$ cat config.mk
export PLATFORM = sky130hd
export DESIGN_NAME = bcd_clock_field_editor_unit
export DESIGN_NICKNAME = d
export VERILOG_FILES = /design/src/rtl/core/bcfe_pkg.sv /design/src/rtl/core/bcd_clock_field_editor_unit.sv
export SDC_FILE = /design/constraint.sdc
export NUM_CORES = 1
export LEC_CHECK = 0
export BUFFER_PORTS_ARGS = -buffer_cell sky130_fd_sc_hd__buf_2
export CAP_MARGIN = 15
export CELL_PAD_IN_SITES_DETAIL_PLACEMENT = 0
export CELL_PAD_IN_SITES_GLOBAL_PLACEMENT = 2
export CORE_MARGIN = 2
export CORE_UTILIZATION = 35
export CTS_CLUSTER_SIZE = 20
export DETAILED_ROUTE_END_ITERATION = 6
export GPL_ROUTABILITY_DRIVEN = 0
export HOLD_SLACK_MARGIN = 0.1
export PLACE_DENSITY_LB_ADDON = 0.15
export SLEW_MARGIN = 0
export SYNTH_ARGS = -nofsm -noshare
export SYNTH_HDL_FRONTEND = slang
export SYNTH_SLANG_ARGS = --single-unit
$ cat constraint.sdc
create_clock -name i_clk -period 16.4 [get_ports i_clk]
set_input_delay 0 -clock i_clk [delete_from_list [all_inputs] [get_ports i_clk]]
set_output_delay 0 -clock i_clk [all_outputs]
set_load 0.01 [all_outputs]
$ cat src/rtl/core/bcfe_pkg.sv
package bcfe_pkg;

    // key codes
    localparam logic [2:0] FUNC_NONE  = 3'd0;
    localparam logic [2:0] FUNC_LEFT  = 3'd1;
    localparam logic [2:0] FUNC_RIGHT = 3'd2;
    localparam logic [2:0] FUNC_INC   = 3'd3;
    localparam logic [2:0] FUNC_DEC   = 3'd4;

    // cursor positions around the ring
    localparam logic [3:0] POS_HOME    = 4'd0;
    localparam logic [3:0] POS_YEAR    = 4'd1;
    localparam logic [3:0] POS_MONTH   = 4'd2;
    localparam logic [3:0] POS_DATE    = 4'd3;
    localparam logic [3:0] POS_WEEKDAY = 4'd4;
    localparam logic [3:0] POS_AMPM    = 4'd5;
    localparam logic [3:0] POS_HOUR    = 4'd6;
    localparam logic [3:0] POS_MINUTE  = 4'd7;
    localparam logic [3:0] POS_SECOND  = 4'd8;
    localparam logic [3:0] POS_LAST    = POS_SECOND;

    // clock register addresses
    localparam logic [2:0] ADDR_SECOND  = 3'd0;
    localparam logic [2:0] ADDR_MINUTE  = 3'd1;
    localparam logic [2:0] ADDR_HOUR    = 3'd2;
    localparam logic [2:0] ADDR_WEEKDAY = 3'd3;
    localparam logic [2:0] ADDR_DATE    = 3'd4;
    localparam logic [2:0] ADDR_MONTH   = 3'd5;
    localparam logic [2:0] ADDR_YEAR    = 3'd6;

    // field bounds
    localparam logic [7:0] YEAR_MIN   = 8'h00;
    localparam logic [7:0] YEAR_MAX   = 8'h99;
    localparam logic [7:0] MONTH_MIN  = 8'h01;
    localparam logic [7:0] MONTH_MAX  = 8'h12;
    localparam logic [7:0] DATE_MIN   = 8'h01;
    localparam logic [7:0] DATE_MAX   = 8'h31;
    localparam logic [7:0] MINSEC_MIN = 8'h00;
    localparam logic [7:0] MINSEC_MAX = 8'h59;
    localparam logic [7:0] WDAY_MIN   = 8'h01;
    localparam logic [7:0] WDAY_MAX   = 8'h07;
    localparam logic [4:0] HOUR_MIN   = 5'h01;
    localparam logic [4:0] HOUR_MAX   = 5'h12;
    localparam int         PM_BIT     = 5;

    // divide by ten: multiply by 205 and shift right by 11, exact for 8-bit values
    localparam logic [15:0] DIV10_MUL   = 16'd205;
    localparam int          DIV10_SHIFT = 11;

    // BCD to binary, step by one in 8 bits, back to BCD
    function automatic logic [7:0] bcd_step(input logic [7:0] v, input logic up);
        logic [7:0]  b;
        logic [15:0] prod;
        logic [4:0]  q;
        logic [7:0]  qx10;
        logic [7:0]  rem;
        b    = 8'({4'd0, v[7:4]} * 8'd10) + {4'd0, v[3:0]};
        b    = up ? b + 8'd1 : b - 8'd1;
        prod = {8'd0, b} * DIV10_MUL;
        q    = prod[DIV10_SHIFT +: 5];
        qx10 = 8'({3'd0, q} * 8'd10);
        rem  = b - qx10;
        return {q[3:0], rem[3:0]};
    endfunction

    function automatic logic [7:0] wrap_step(input logic [7:0] v, input logic up,
                                             input logic [7:0] lo, input logic [7:0] hi);
        if (up)
            return (v == hi) ? lo : bcd_step(v, 1'b1);
        return (v == lo) ? hi : bcd_step(v, 1'b0);
    endfunction

endpackage

$ cat src/rtl/core/bcd_clock_field_editor_unit.sv
// channel  | valid        | ready        | payload
// key in   | i_in_valid   | o_in_ready   | i_func, i_year_bcd .. i_second_bcd
// write out| o_out_valid  | i_out_ready  | o_write_valid/addr/data, o_cursor_pos
//
// One beat in, one beat out. A key is taken into the input register, decoded and
// stepped from there and lands in the result register when that register is free;
// one key per cycle is sustained while the write out channel is ready.
// Reset clears the cursor to home and empties both registers.
// While a result waits, one more key is held in the input register.
module bcd_clock_field_editor_unit
    import bcfe_pkg::*;
(
    input  logic       i_clk,
    input  logic       i_rst_n,
    input  logic       i_in_valid,
    output logic       o_in_ready,
    input  logic [2:0] i_func,
    input  logic [7:0] i_year_bcd,
    input  logic [4:0] i_month_bcd,
    input  logic [5:0] i_date_bcd,
    input  logic [2:0] i_weekday_num,
    input  logic [6:0] i_hour_reg,
    input  logic [6:0] i_minute_bcd,
    input  logic [6:0] i_second_bcd,
    output logic       o_out_valid,
    input  logic       i_out_ready,
    output logic       o_write_valid,
    output logic [2:0] o_write_addr,
    output logic [7:0] o_write_data,
    output logic [3:0] o_cursor_pos
);

    logic       r_s1_valid;
    logic [2:0] r_func;
    logic [7:0] r_year;
    logic [4:0] r_month;
    logic [5:0] r_date;
    logic [2:0] r_wday;
    logic [6:0] r_hour;
    logic [6:0] r_minute;
    logic [6:0] r_second;

    logic [3:0] r_cursor;
    logic [3:0] n_cursor;

    logic       r_out_valid;
    logic       r_wr_valid;
    logic [2:0] r_wr_addr;
    logic [7:0] r_wr_data;
    logic [3:0] r_cursor_pos;
    logic       n_wr_valid;
    logic [2:0] n_wr_addr;
    logic [7:0] n_wr_data;

    logic       out_free;
    logic       s1_adv;
    logic       up;
    logic [7:0] hour8;
    logic [7:0] wday8;

    assign out_free   = !r_out_valid || i_out_ready;
    assign s1_adv     = r_s1_valid && out_free;
    assign o_in_ready = !r_s1_valid || s1_adv;

    assign up    = (r_func == FUNC_INC);
    assign hour8 = {1'b0, r_hour};
    assign wday8 = {5'd0, r_wday};

    always_comb begin
        n_cursor   = r_cursor;
        n_wr_valid = 1'b0;
        n_wr_addr  = ADDR_SECOND;
        n_wr_data  = 8'h00;
        case (r_func) inside
            FUNC_LEFT: begin
                if (r_cursor <= POS_LAST)
                    n_cursor = (r_cursor == POS_HOME) ? POS_LAST : r_cursor - 4'd1;
            end
            FUNC_RIGHT: begin
                if (r_cursor <= POS_LAST)
                    n_cursor = (r_cursor == POS_LAST) ? POS_HOME : r_cursor + 4'd1;
            end
            FUNC_INC, FUNC_DEC: begin
                n_wr_valid = 1'b1;
                unique case (r_cursor)
                    POS_YEAR: begin
                        n_wr_addr = ADDR_YEAR;
                        n_wr_data = wrap_step(r_year, up, YEAR_MIN, YEAR_MAX);
                    end
                    POS_MONTH: begin
                        n_wr_addr = ADDR_MONTH;
                        n_wr_data = wrap_step({3'd0, r_month}, up, MONTH_MIN, MONTH_MAX);
                    end
                    POS_DATE: begin
                        n_wr_addr = ADDR_DATE;
                        n_wr_data = wrap_step({2'd0, r_date}, up, DATE_MIN, DATE_MAX);
                    end
                    POS_WEEKDAY: begin
                        n_wr_addr = ADDR_WEEKDAY;
                        if (up)
                            n_wr_data = (wday8 == WDAY_MAX) ? WDAY_MIN : wday8 + 8'd1;
                        else
                            n_wr_data = (wday8 == WDAY_MIN) ? WDAY_MAX : wday8 - 8'd1;
                    end
                    POS_AMPM: begin
                        n_wr_addr = ADDR_HOUR;
                        n_wr_data = hour8;
                        n_wr_data[PM_BIT] = !hour8[PM_BIT];
                    end
                    POS_HOUR: begin
                        // wrap on the hour digits only, keep mode bits
                        n_wr_addr = ADDR_HOUR;
                        if (up)
                            n_wr_data = (hour8[4:0] == HOUR_MAX) ? {hour8[7:5], HOUR_MIN}
                                                                 : bcd_step(hour8, 1'b1);
                        else
                            n_wr_data = (hour8[4:0] == HOUR_MIN) ? {hour8[7:5], HOUR_MAX}
                                                                 : bcd_step(hour8, 1'b0);
                    end
                    POS_MINUTE: begin
                        n_wr_addr = ADDR_MINUTE;
                        n_wr_data = wrap_step({1'b0, r_minute}, up, MINSEC_MIN, MINSEC_MAX);
                    end
                    POS_SECOND: begin
                        n_wr_addr = ADDR_SECOND;
                        n_wr_data = wrap_step({1'b0, r_second}, up, MINSEC_MIN, MINSEC_MAX);
                    end
                    default: begin
                        // home writes nothing
                        n_wr_valid = 1'b0;
                    end
                endcase
            end
            default: begin
                n_cursor = r_cursor;
            end
        endcase
    end

    always_ff @(posedge i_clk) begin
        if (!i_rst_n) begin
            r_s1_valid  <= 1'b0;
            r_out_valid <= 1'b0;
            r_cursor    <= POS_HOME;
        end else begin
            if (o_in_ready)
                r_s1_valid <= i_in_valid;
            if (out_free)
                r_out_valid <= r_s1_valid;
            if (s1_adv)
                r_cursor <= n_cursor;
        end
    end

    always_ff @(posedge i_clk) begin
        if (i_in_valid && o_in_ready) begin
            r_func   <= i_func;
            r_year   <= i_year_bcd;
            r_month  <= i_month_bcd;
            r_date   <= i_date_bcd;
            r_wday   <= i_weekday_num;
            r_hour   <= i_hour_reg;
            r_minute <= i_minute_bcd;
            r_second <= i_second_bcd;
        end
        if (s1_adv) begin
            r_wr_valid   <= n_wr_valid;
            r_wr_addr    <= n_wr_addr;
            r_wr_data    <= n_wr_data;
            r_cursor_pos <= n_cursor;
        end
    end

    assign o_out_valid   = r_out_valid;
    assign o_write_valid = r_wr_valid;
    assign o_write_addr  = r_wr_addr;
    assign o_write_data  = r_wr_data;
    assign o_cursor_pos  = r_cursor_pos;

`ifndef NO_ASSERTIONS
    a_cursor_range: assert property (@(posedge i_clk) disable iff (!i_rst_n)
        r_cursor <= POS_LAST)
        else $error("cursor left the ring");

    a_idle_write_zero: assert property (@(posedge i_clk) disable iff (!i_rst_n)
        o_out_valid && !o_write_valid |-> o_write_addr == ADDR_SECOND && o_write_data == 8'h00)
        else $error("no-write result carries address or data");

    a_cursor_hold: assert property (@(posedge i_clk) disable iff (!i_rst_n)
        o_out_valid && !i_out_ready |=> $stable(r_cursor))
        else $error("cursor moved while result stalled");

    a_write_not_home: assert property (@(posedge i_clk) disable iff (!i_rst_n)
        o_out_valid && o_write_valid |-> o_cursor_pos != POS_HOME && o_cursor_pos <= POS_LAST)
        else $error("write issued with cursor at home");
`endif

endmodule
# After elaboration in Yosys (flattened, before gate mapping)
# Cells that the tools add are included.
[word_totals]
output_inout_bits = 18
inputBits = 50
elab_cells = 175
ff_bits = 68
[classes]
order_cmp = 1
n_mux = 56
add_sub_neg = 34
eq_ne = 23
multipliers = 30
bitwise = 1
reduce_logical = 15
[op_table]
columns = ["operator", "count"]
rows = [
  ["8-bit two-way mux", 25],
  ["8-bit by 8-bit multiplier with 16-bit output (second input constant)", 11],
  ["8-bit case mux with 8 select lines", 1],
  ["5-bit by 3-bit multiplier with 3-bit output (second input constant)", 11],
  ["4-bit subtractor", 12],
  ["8-bit by 1-bit adder with 8-bit output (second input constant)", 4],
  ["8-bit by 1-bit subtractor with 8-bit output (second input constant)", 4],
  ["4-bit two-way mux", 7],
  ["7-bit by 4-bit adder with 8-bit output", 3],
  ["1-bit two-way mux", 22],
  ["3-bit by 3-bit multiplier with 6-bit output (second input constant)", 3],
  ["3-bit case mux with 6 select lines", 1],
  ["4-bit by 3-bit == test with 1-bit output (second input constant)", 4],
  ["7-bit by 8-bit multiplier with 15-bit output (second input constant)", 1],
  ["7-bit == test (second input constant)", 2],
  ["7-bit logical NOT", 2],
  ["5-bit by 1-bit == test with 1-bit output (second input constant)", 2],
  ["5-bit == test (second input constant)", 2],
  ["7-bit by 1-bit adder with 8-bit output (second input constant)", 1],
  ["8-bit by 4-bit adder with 8-bit output", 1],
  ["4-bit by 2-bit == test with 1-bit output (second input constant)", 2],
  ["8-bit == test (second input constant)", 1],
  ["8-bit logical NOT", 1],
  ["8-bit OR reduction", 1],
  ["other kinds (28)", 36],
]

# Depth between registers and ports, before layout
# Gate-level depths: netlist of run 1.
[logic_depth]
depth_word = 10
mapped_depth = 33
mapped_depth_nobuf = 33

# Least setup slack after synthesis of run 1
# OpenSTA, ideal clock, no wires.
[synth_path]
path_type = "reg2reg"
startpoint = "reg r_hour[4]"
endpoint = "reg r_wr_data[3] (netlist: o_write_data[3]), data pin"
period_less_slack_ns = 7.154
path_buffers = 0
required_time_ns = 16.116
t_arrival_ns = 6.869
slack_ns = 9.246
setup_ns = 0.284
stages_incl_launch_ff = 32
cell_sequence = "edfxtp_1 -> ha_1 -> ha_1 -> a21oi_1 -> nand2_1 -> or2_2 -> nand2_1 -> and3b_1 -> xnor2_1 -> ha_1 -> inv_1 -> fa_1 -> inv_1 -> fa_1 -> inv_1 -> fa_1 -> inv_1 -> ha_1 -> a21o_1 -> a221oi_1 -> nand2_1 -> a21oi_2 -> xnor2_1 -> ha_1 -> inv_1 -> fa_1 -> xor2_1 -> xnor3_1 -> xnor2_1 -> o22ai_1 -> nor4b_1 -> a41oi_1"
[synth_between]
elab_chain_cells = 9
elab_cells_between_ends = 16
classes_between = "5 x add/sub; 5 x mul; 2 x eq/ne; 4 x mux"
[synth_rtl]
columns = ["item", "line_no", "rtl"]
rows = [
  ["start, declared", "bcd_clock_field_editor_unit.sv:39", "logic [6:0] r_hour;"],
  ["start signal, assigned", "bcd_clock_field_editor_unit.sv:162", "r_hour <= i_hour_reg;"],
  ["3-bit by 3-bit multiplier with 6-bit output", "bcfe_pkg.sv:57", "b = 8'({4'd0, v[7:4]} * 8'd10) + {4'd0, v[3:0]};"],
  ["7-bit by 4-bit adder with 8-bit output", "bcfe_pkg.sv:57", ""],
  ["8-bit by 1-bit subtractor with 8-bit output or 8-bit by 1-bit adder with 8-bit output (tied branches)", "-", ""],
  ["8-bit by 8-bit multiplier with 16-bit output", "bcfe_pkg.sv:59", "prod = {8'd0, b} * DIV10_MUL;"],
  ["5-bit by 3-bit multiplier with 3-bit output", "bcfe_pkg.sv:61", "qx10 = 8'({3'd0, q} * 8'd10);"],
  ["4-bit subtractor", "bcfe_pkg.sv:62", "rem = b - qx10;"],
  ["8-bit two-way mux (on tied branches)", "bcd_clock_field_editor_unit.sv:117, bcd_clock_field_editor_unit.sv:114", ""],
  ["8-bit two-way mux *", "bcd_clock_field_editor_unit.sv:113", "if (up)"],
  ["8-bit case mux with 8 select lines *", "bcd_clock_field_editor_unit.sv:85", "unique case (r_cursor)"],
  ["end signal, assigned", "bcd_clock_field_editor_unit.sv:169", "r_wr_data <= n_wr_data;"],
  ["end, declared", "bcd_clock_field_editor_unit.sv:49", "logic [7:0] r_wr_data;"],
]
# Every way passes the cells marked *; elsewhere a longest branch is shown, timed or not.
# A chain may end at the register's enable or synchronous reset.

# Worst setup path after layout of run 1
# Same ends and word-level chain as after synthesis.

==> results summary, run 1 <==
Among all flip-flop cells after synthesis, the most frequent one is edfxtp_1. The antenna diode count came out at 0. The achievable clock frequency is 0.126 GHz. The number of instances resized during post-cts repair is 0. Registers take about 2000 µm². In the final timing run, aggregate negative setup slack is 0 ns. The height of the chip is approximately 230 µm. The detailed-route vias per instance is a little under 5. The clock tree skew after final layout came out at 0.0176 ns. In this run the worst path has a maximum fanout of 9.

The maximum number of pins on one net before global-route repair came out at 39. The die footprint came out at 54800 µm². Counting the buffers created by CTS gives 9. In this run the count of I/O pins placed on the die edge is between 60 and 70. The final-layout fill cell count is ~5400. The number of failing hold endpoints at the final stage came to 0.

The first global-routing pass estimated 75.6 mm of wire. For this block, the initial DRC count from the detailed router was 592. The complex-gate fraction of the synthesized area was 0.112. The gate count after technology mapping came out at roughly 2000. The power density relative to cell area came out at approximately 210 nW/µm². The dominant combinational cell family by area after synthesis is adder cells.

The later pin in the worst-skew pair is clocked with a latency of just under 0.4 ns. The number of nets with antenna violations after routing is 0. Counting flops with an async set or reset pin after synthesis yields a share of 0. The number of standard cells in the layout, taps in and fillers out came out at between 2000 and 3000. The count of placed standard cells including taps came out at 2767. The number of flip-flops and latches in the synthesized netlist came out at 68.

After global routing the overflow that remains totals 0. The count of maximum capacitance violations is 0. The distinct cell type count after synthesis came out at 84. The cell sitting at the root of the clock tree is a clkbuf_16. The endpoint required time on the critical path came out at 16.49 ns. For this run, the total global-route usage over all layers was measured as 0.177. STA classifies the critical path startpoint as a flip-flop. The clock tree from TritonCTS is yes. The final number of max-transition violations came to 0. After floorplanning, the core was sized to cover around 52000 µm². The arrival time at the worst endpoint is between 8 and 9 ns. The count of buffers inserted at the top-level ports came out at between 60 and 70. The slowest stage of the critical path is the fa_1 cell. The simple logic cell fraction of the synthesized area came out at 0.0910. The library cells used most frequently in the layout, excluding fill and tap cells, are ha_1, inv_1, xnor2_1. The routed wire length came out at approximately 46 mm.

In this run the tightest slew margin relative to its limit is 0.420. In the final routed layout, each cell accounts on average for between 15 and 20 µm. The Yosys warning count came out at 0. The number of antenna violations at the first check in global routing came to 0. The post-synthesis instance area came out at 18500 µm². The average cell area after synthesis came out at between 9 and 10 µm².

After detailed routing, the number of remaining DRC violations is 0. The buffer levels on the longest clock path came out at 2. The ratio of final minimum period to clock period came out at 0.485. The proportion of synthesized chip area in sequential cells is 0.107.

After the last flow step, the layout net total stands at around 2800. The path type of the worst setup path is flip-flop to flip-flop. Setup violations remaining at the end of the flow were counted as 0.

The number of detailed-route iterations in the first pass came out at 5. The ratio of cells with drive above 1 in the final layout came out at 0.0573. The static power due to leakage is 0.0106 µW. The mux cell area share after synthesis is 0.00486. The via count of the first global-routing pass was roughly 14000. The class of the most critical hold timing path is input pin to flip-flop. In the final layout, the multi-input gates occupy between 10000 and 15000 µm².

The peak ir drop on the vdd network is 0.121 mV. The share of the synthesized netlist area taken by xor and xnor gates is 0.102. In this run, synthesis inferred 62 flip-flops with an integrated enable.

The CTS sink count is 68. The adder-cell area share of the yosys netlist came out at 0.491. The via count came out at around 14000. The run finished with clean final reports. The clock-pin slew of the registers on the worst-case setup and hold paths came out at about 0.070 ns. Compared with the post-synthesis result, the final layout area differs by 10.3%.

The number of levels in the clock H-tree is 3. The library cell used most frequently in the layout, excluding fill and tap cells, is ha_1. The maximum single-stage delay on the critical path came out at 0.54 ns. Setup repair after global routing left no endpoint under its margin. The placed wire-length estimate after detailed placement is slightly above 40 mm.

The die width is 234 µm. The initialized floorplan defines 84 standard-cell rows. STA classifies the critical path endpoint as a flip-flop. Counting I/O delays and the setup requirement, the final critical path takes between 7 and 8 ns. The actual transition at the worst max-transition pin is roughly 0.86 ns. The initial core utilization is 0.354. The post-route worst hold slack is ~0.3 ns.
cells by family (layout without fill, tap and decap cells):
| kind of cell | count (synthesis) | in the layout |
|---|---|---|
| other | 1 | 4 |
| AND/OR/NAND/NOR | 333 | 333 |
| XOR/XNOR | 204 | 204 |
| adder cells (fa/ha/maj) | 655 | 655 |
| buffers and inverters | 455 | 569 |
| flip-flops | 68 | 68 |
| multiplexers | 9 | 9 |
| AO/OA/AOI/OAI | 304 | 304 |
where the power goes:
group          switching (µW)  leakage, µW  internal (µW)
clock                    88.3     0.000133            106
sequential               11.3     0.000654            200
combinational            2140      0.00984           1750
critical path: cells and delay by family (launching register included):
family	cells	cell delay, ns
flip-flops	1	0.46
buffers and inverters	5	0.26
adder cells (fa/ha/maj)	9	3.30
AND/OR/NAND/NOR	3	0.73
AO/OA/AOI/OAI	6	1.55
XOR/XNOR	6	1.37
layer usage:
layer / GRT usage / vias up / wire [µm]
met4: 0.0419 / 0 / 684
met2: 0.298 / 139 / 21800
met3: 0.0230 / 34 / 1290
met1: 0.240 / 6440 / 22700
met5: 0 / - / 0
li1: - / 7146 / -
flip-flops by register name, summed over array words and instances, names as in the netlist, 5 cells and up:
signal and cells:
r_year 8, r_second 7, r_minute 7, r_date 6, o_write_data 8, r_hour 7, r_month 5
what timing repair did:
action                    CTS  global route
hold endpoints to repair   52             0
buffers inserted            0             0
hold buffers               51             0
layout make-up:
class | count | area share
multi-input combinational | 1509 | 0.726
sequential | 68 | 0.0969
inverter | 432 | 0.0793
timing repair buffer | 121 | 0.0424
tap | 688 | 0.0421
clock buffer | 13 | 0.0122
clock inverter | 3 | 0.000734
synth_stat cells, types with 9 or more instances:
library cell	count	area, µm²
xor2_1	66	578
nand2b_1	9	56.3
ha_1	535	6690
o21ai_0	48	240
a21oi_1	75	375
o21a_1	11	82.6
nand3_1	33	165
nand2_1	77	289
or2_2	17	106
nor3_1	34	170
fa_1	120	2400
and2_1	11	68.8
a21o_1	27	203
nor2b_1	19	119
a31oi_1	22	138
o22ai_1	15	93.8
inv_1	432	1620
o211ai_1	13	97.6
edfxtp_1	62	1860
clkbuf_1	17	63.8
mux2i_1	9	90.1
xnor2_1	127	1110
nor2_1	75	282
nor4_1	9	56.3
path summary, 6_finish.rpt:
path                                               start                       endpoint  slack, ns  cells past startpoint
worst max register to register       r_hour[4]$_DFFE_PP_  o_write_data[3]$_SDFFCE_PP0P_       8.44                     29
worst max-delay path                 r_hour[4]$_DFFE_PP_  o_write_data[3]$_SDFFCE_PP0P_       8.44                     29
worst min register to register  r_cursor[1]$_SDFFE_PN0P_       r_cursor[1]$_SDFFE_PN0P_       0.65                      2
worst min-delay path                         i_out_ready            r_year[0]$_DFFE_PP_       0.30                      4
through the flow:
| stage | area (µm²) | power [µW] | setup slack [ns] | util |
|---|---|---|---|---|
| global placement | 19700 | 4140 | 8.63 | 0.375 |
| finish | 20500 | 4300 | 8.44 | 0.390 |
| floorplan | 18600 | 3220 | 9.25 | - |
| CTS | 20500 | 4400 | 8.48 | 0.390 |
| global route | 20500 | 4960 | 7.83 | 0.390 |
| detailed placement | 19700 | 4150 | 8.52 | 0.375 |
(Power assumes the default switching activity.)
==> run 2: changes to the inputs <==
Clock period 16.4 ns to 7.4 ns, I/O delays scaled along.
==> run 2 against run 1 <==
  * Non-clock buffer count increased by 107
  * Die area unchanged
  * Final cell count increased by 3.8%
  * Global-route usage increased by 0.28 points
  * Clock skew increased by 0.00083 ns
  * Cell area increased by 6.3%
  * Critical path depth increased by 3
  * Via count increased by 3.0%
  * Count of clock-buffer cells in the layout decreased by 2
  * Critical endpoint unchanged
==> results summary, run 2 (synthesis results as in run 1) <==
The flow ran to the end, and the final reports show no timing, DRC or antenna violations. The core footprint is 52400 µm² (unchanged). The minimum period implied by the final worst setup slack came out at 7.21 ns (-0.753 ns). The count of maximum capacitance violations is 0 (unchanged). The maximum single-stage delay on the critical path came out at 0.52 ns (-0.02 ns).

The number of ports placed on the die boundary was 68 (unchanged). The initial DRC count was 494 (-17%). The total area of multi-input combinational cells came out at 15300 µm² (+2.9%). The die width came out at 234 µm (unchanged).

TritonCTS built the clock tree. The first-pass GRT wire length came out at 77.1 mm (+2.0%). The final net count came out at 2953 (+3.8%). The critical path is of the flip-flop to flip-flop type. Setup repair after global routing could not meet its margin everywhere. The average wire per cell in the routed design is 16.2 µm (-1.5%).

The setup-violating endpoint count in the final report came to 0 (unchanged). The synthesis-to-finish area growth is 17.3%. The ratio of cells with drive above 1 in the final layout is 0.136 (+0.0785). The actual transition at the worst max-transition pin is 0.912 ns (+0.0477 ns).

The die footprint was 54800 µm² (unchanged). The ratio of final minimum period to clock period is 0.974 (+0.489). The number of antenna violations at the first check in global routing came out at 0 (unchanged). The number of nets with antenna violations after routing is 0 (unchanged). The depth of the most critical reg-to-reg path came out at 32 (+10%).

The CTS sink count is 68 (unchanged). The aggregate global-route resource usage came out at 0.180 (+0.00275). The remaining global-route overflow is 0 (unchanged). The worst hold path begins at i_out_ready.

The count of buffers inserted at the top-level ports is 67 (unchanged). The post-route cell area is 21800 µm² (+6.3%). The highest net fanout along the worst path came to 3 (-6). The arrival time at the worst endpoint is 7.29 ns (-0.77 ns). The library cell used most frequently in the layout, excluding fill and tap cells, is ha_1. The area used by sequential logic in the layout came out at 1980 µm² (unchanged). The achievable clock frequency came out at 0.139 GHz (+10%). The height of the chip is 234 µm (unchanged).

The detailed-route vias per instance came out at 4.82 (-0.70%). The capturing element type of the critical path is a flip-flop. The path class of the tightest hold or removal check is input pin to flip-flop.

The via count of the first global-routing pass is 14600 (+2.9%). The DRC violations left is 0 (unchanged). The antenna diode count is 0 (unchanged). The register-to-register setup slack was 0.19 ns (-8.25 ns).

The slowest cell on the critical path is fa_1. The worst register-to-register path begins at r_hour[6]$_DFFE_PP_. The clock-pin slew of the registers on the worst-case setup and hold paths came out at 0.07 ns (about the same). In this run the critical register-to-register path is captured at o_write_data[3]$_SDFFCE_PP0P_.

The cell area after placement is 20300 µm² (+3.4%). The via count is 14200 (+3.0%). The placed wire-length estimate after detailed placement came out at 42.0 mm (+2.8%). The worst max-slew margin expressed relative to the limit is 0.388 (-0.0320). The number of detailed-route iterations in the first pass was 5 (unchanged).

The final-layout fill cell count is 5258 (-1.9%). The number of levels in the clock H-tree is 3 (unchanged). The worst setup path is launched from a flip-flop. The final number of max-transition violations is 0 (unchanged).

The number of buffers inserted during clock tree synthesis is 9 (unchanged). The endpoint required time on the critical path is 7.48 ns (-9.01 ns). The post-route worst hold slack was 0.317 ns (+0.0191 ns). The clock tree skew after final layout is 0.0184 ns (+0.000834 ns). The hold-critical path depth was 4 (unchanged). The tree is rooted in a clkbuf_16.

The number of failing hold endpoints at the final stage is 0 (unchanged). For hold timing, the worst endpoint is r_year[0]$_DFFE_PP_. In the layout the commonest cells are ha_1, inv_1, xnor2_1. The initial core utilization is 0.354 (unchanged). The number of rows in the core area is 84 (unchanged).

The clock insertion delay at the later pin of the skew report was 0.38 ns (about the same). The buffer levels on the longest clock path is 2 (unchanged). The routed wire length is 47.5 mm (+2.3%). The maximum number of pins on one net before global-route repair is 39 (unchanged).
run 2: cell count changes in the layout (fill, tap and decap cells not counted), sizes merged:
cell | previous run | this run
buf | 70 | 177
bufinv | 0 | 2
clkbuf | 13 | 11
clkinv | 3 | 2
clkinvlp | 0 | 1
run 2: timing repair:
| action | in CTS | in global routing |
|---|---|---|
| hold endpoints to repair | 52 | 0 |
| buffers inserted | 3 | 16 |
| hold buffers | 51 | 0 |
| setup endpoints to repair | 1 | 4 |
| gates resized for setup | 4 | 84 |
| cloned | 0 | 0 |
| pin swaps | 6 | 46 |
run 2: per-stage QoR:
stage	setup slack [ns]	setup TNS, ns	util	instances
6_report	0.192	0	0.415	2941
5_1_grt	-0.0782	-0.0834	0.415	2941
3_5_place_dp	-0.206	-0.206	0.388	2855
2_1_floorplan	0.246	0	-	2032
4_1_cts	0.00427	0	0.405	2925
3_3_place_gp	0.00180	0	0.388	2855
run 2: per-layer routing:
layer | global-route usage | wire (µm)
met1 | 0.244 | 23300
met2 | 0.307 | 22400
met3 | 0.0201 | 1200
met4 | 0.0372 | 607
met5 | 0 | 0
run 2: worst max path at each step:
stage                        start                       endpoint  slack, ns  cells after the start
2_1_floorplan  r_hour[4]$_DFFE_PP_  o_write_data[3]$_SDFFCE_PP0P_       0.25                     31
3_3_place_gp   r_hour[4]$_DFFE_PP_  o_write_data[3]$_SDFFCE_PP0P_      0.002                     32
3_5_place_dp   r_hour[4]$_DFFE_PP_  o_write_data[3]$_SDFFCE_PP0P_      -0.21                     32
4_1_cts        r_year[5]$_DFFE_PP_  o_write_data[3]$_SDFFCE_PP0P_      0.004                     30
5_1_grt        r_year[7]$_DFFE_PP_  o_write_data[3]$_SDFFCE_PP0P_      -0.08                     29
6_report       r_hour[6]$_DFFE_PP_  o_write_data[3]$_SDFFCE_PP0P_       0.19                     32
run 2: worst max-delay path: cells and delay by family, from the launching register on:
family / cells / cell delay, ns
compound gates: 6 / 1.08
xor+xnor: 5 / 0.92
fa+ha+maj: 9 / 3.21
buf+inv: 6 / 0.37
flops: 1 / 0.40
simple gates: 6 / 0.93
run 2: area by class of cell:
type,count,area share
inverter,432,0.0745
timing repair buffer,228,0.0774
clock buffer,11,0.0107
sequential,68,0.0911
multi-input combinational,1509,0.703
tap,688,0.0396
clock inverter,5,0.00351
Power of run 2 is not shown: default switching activity piles up to over one toggle a cycle in this logic, so the estimate is an artifact.
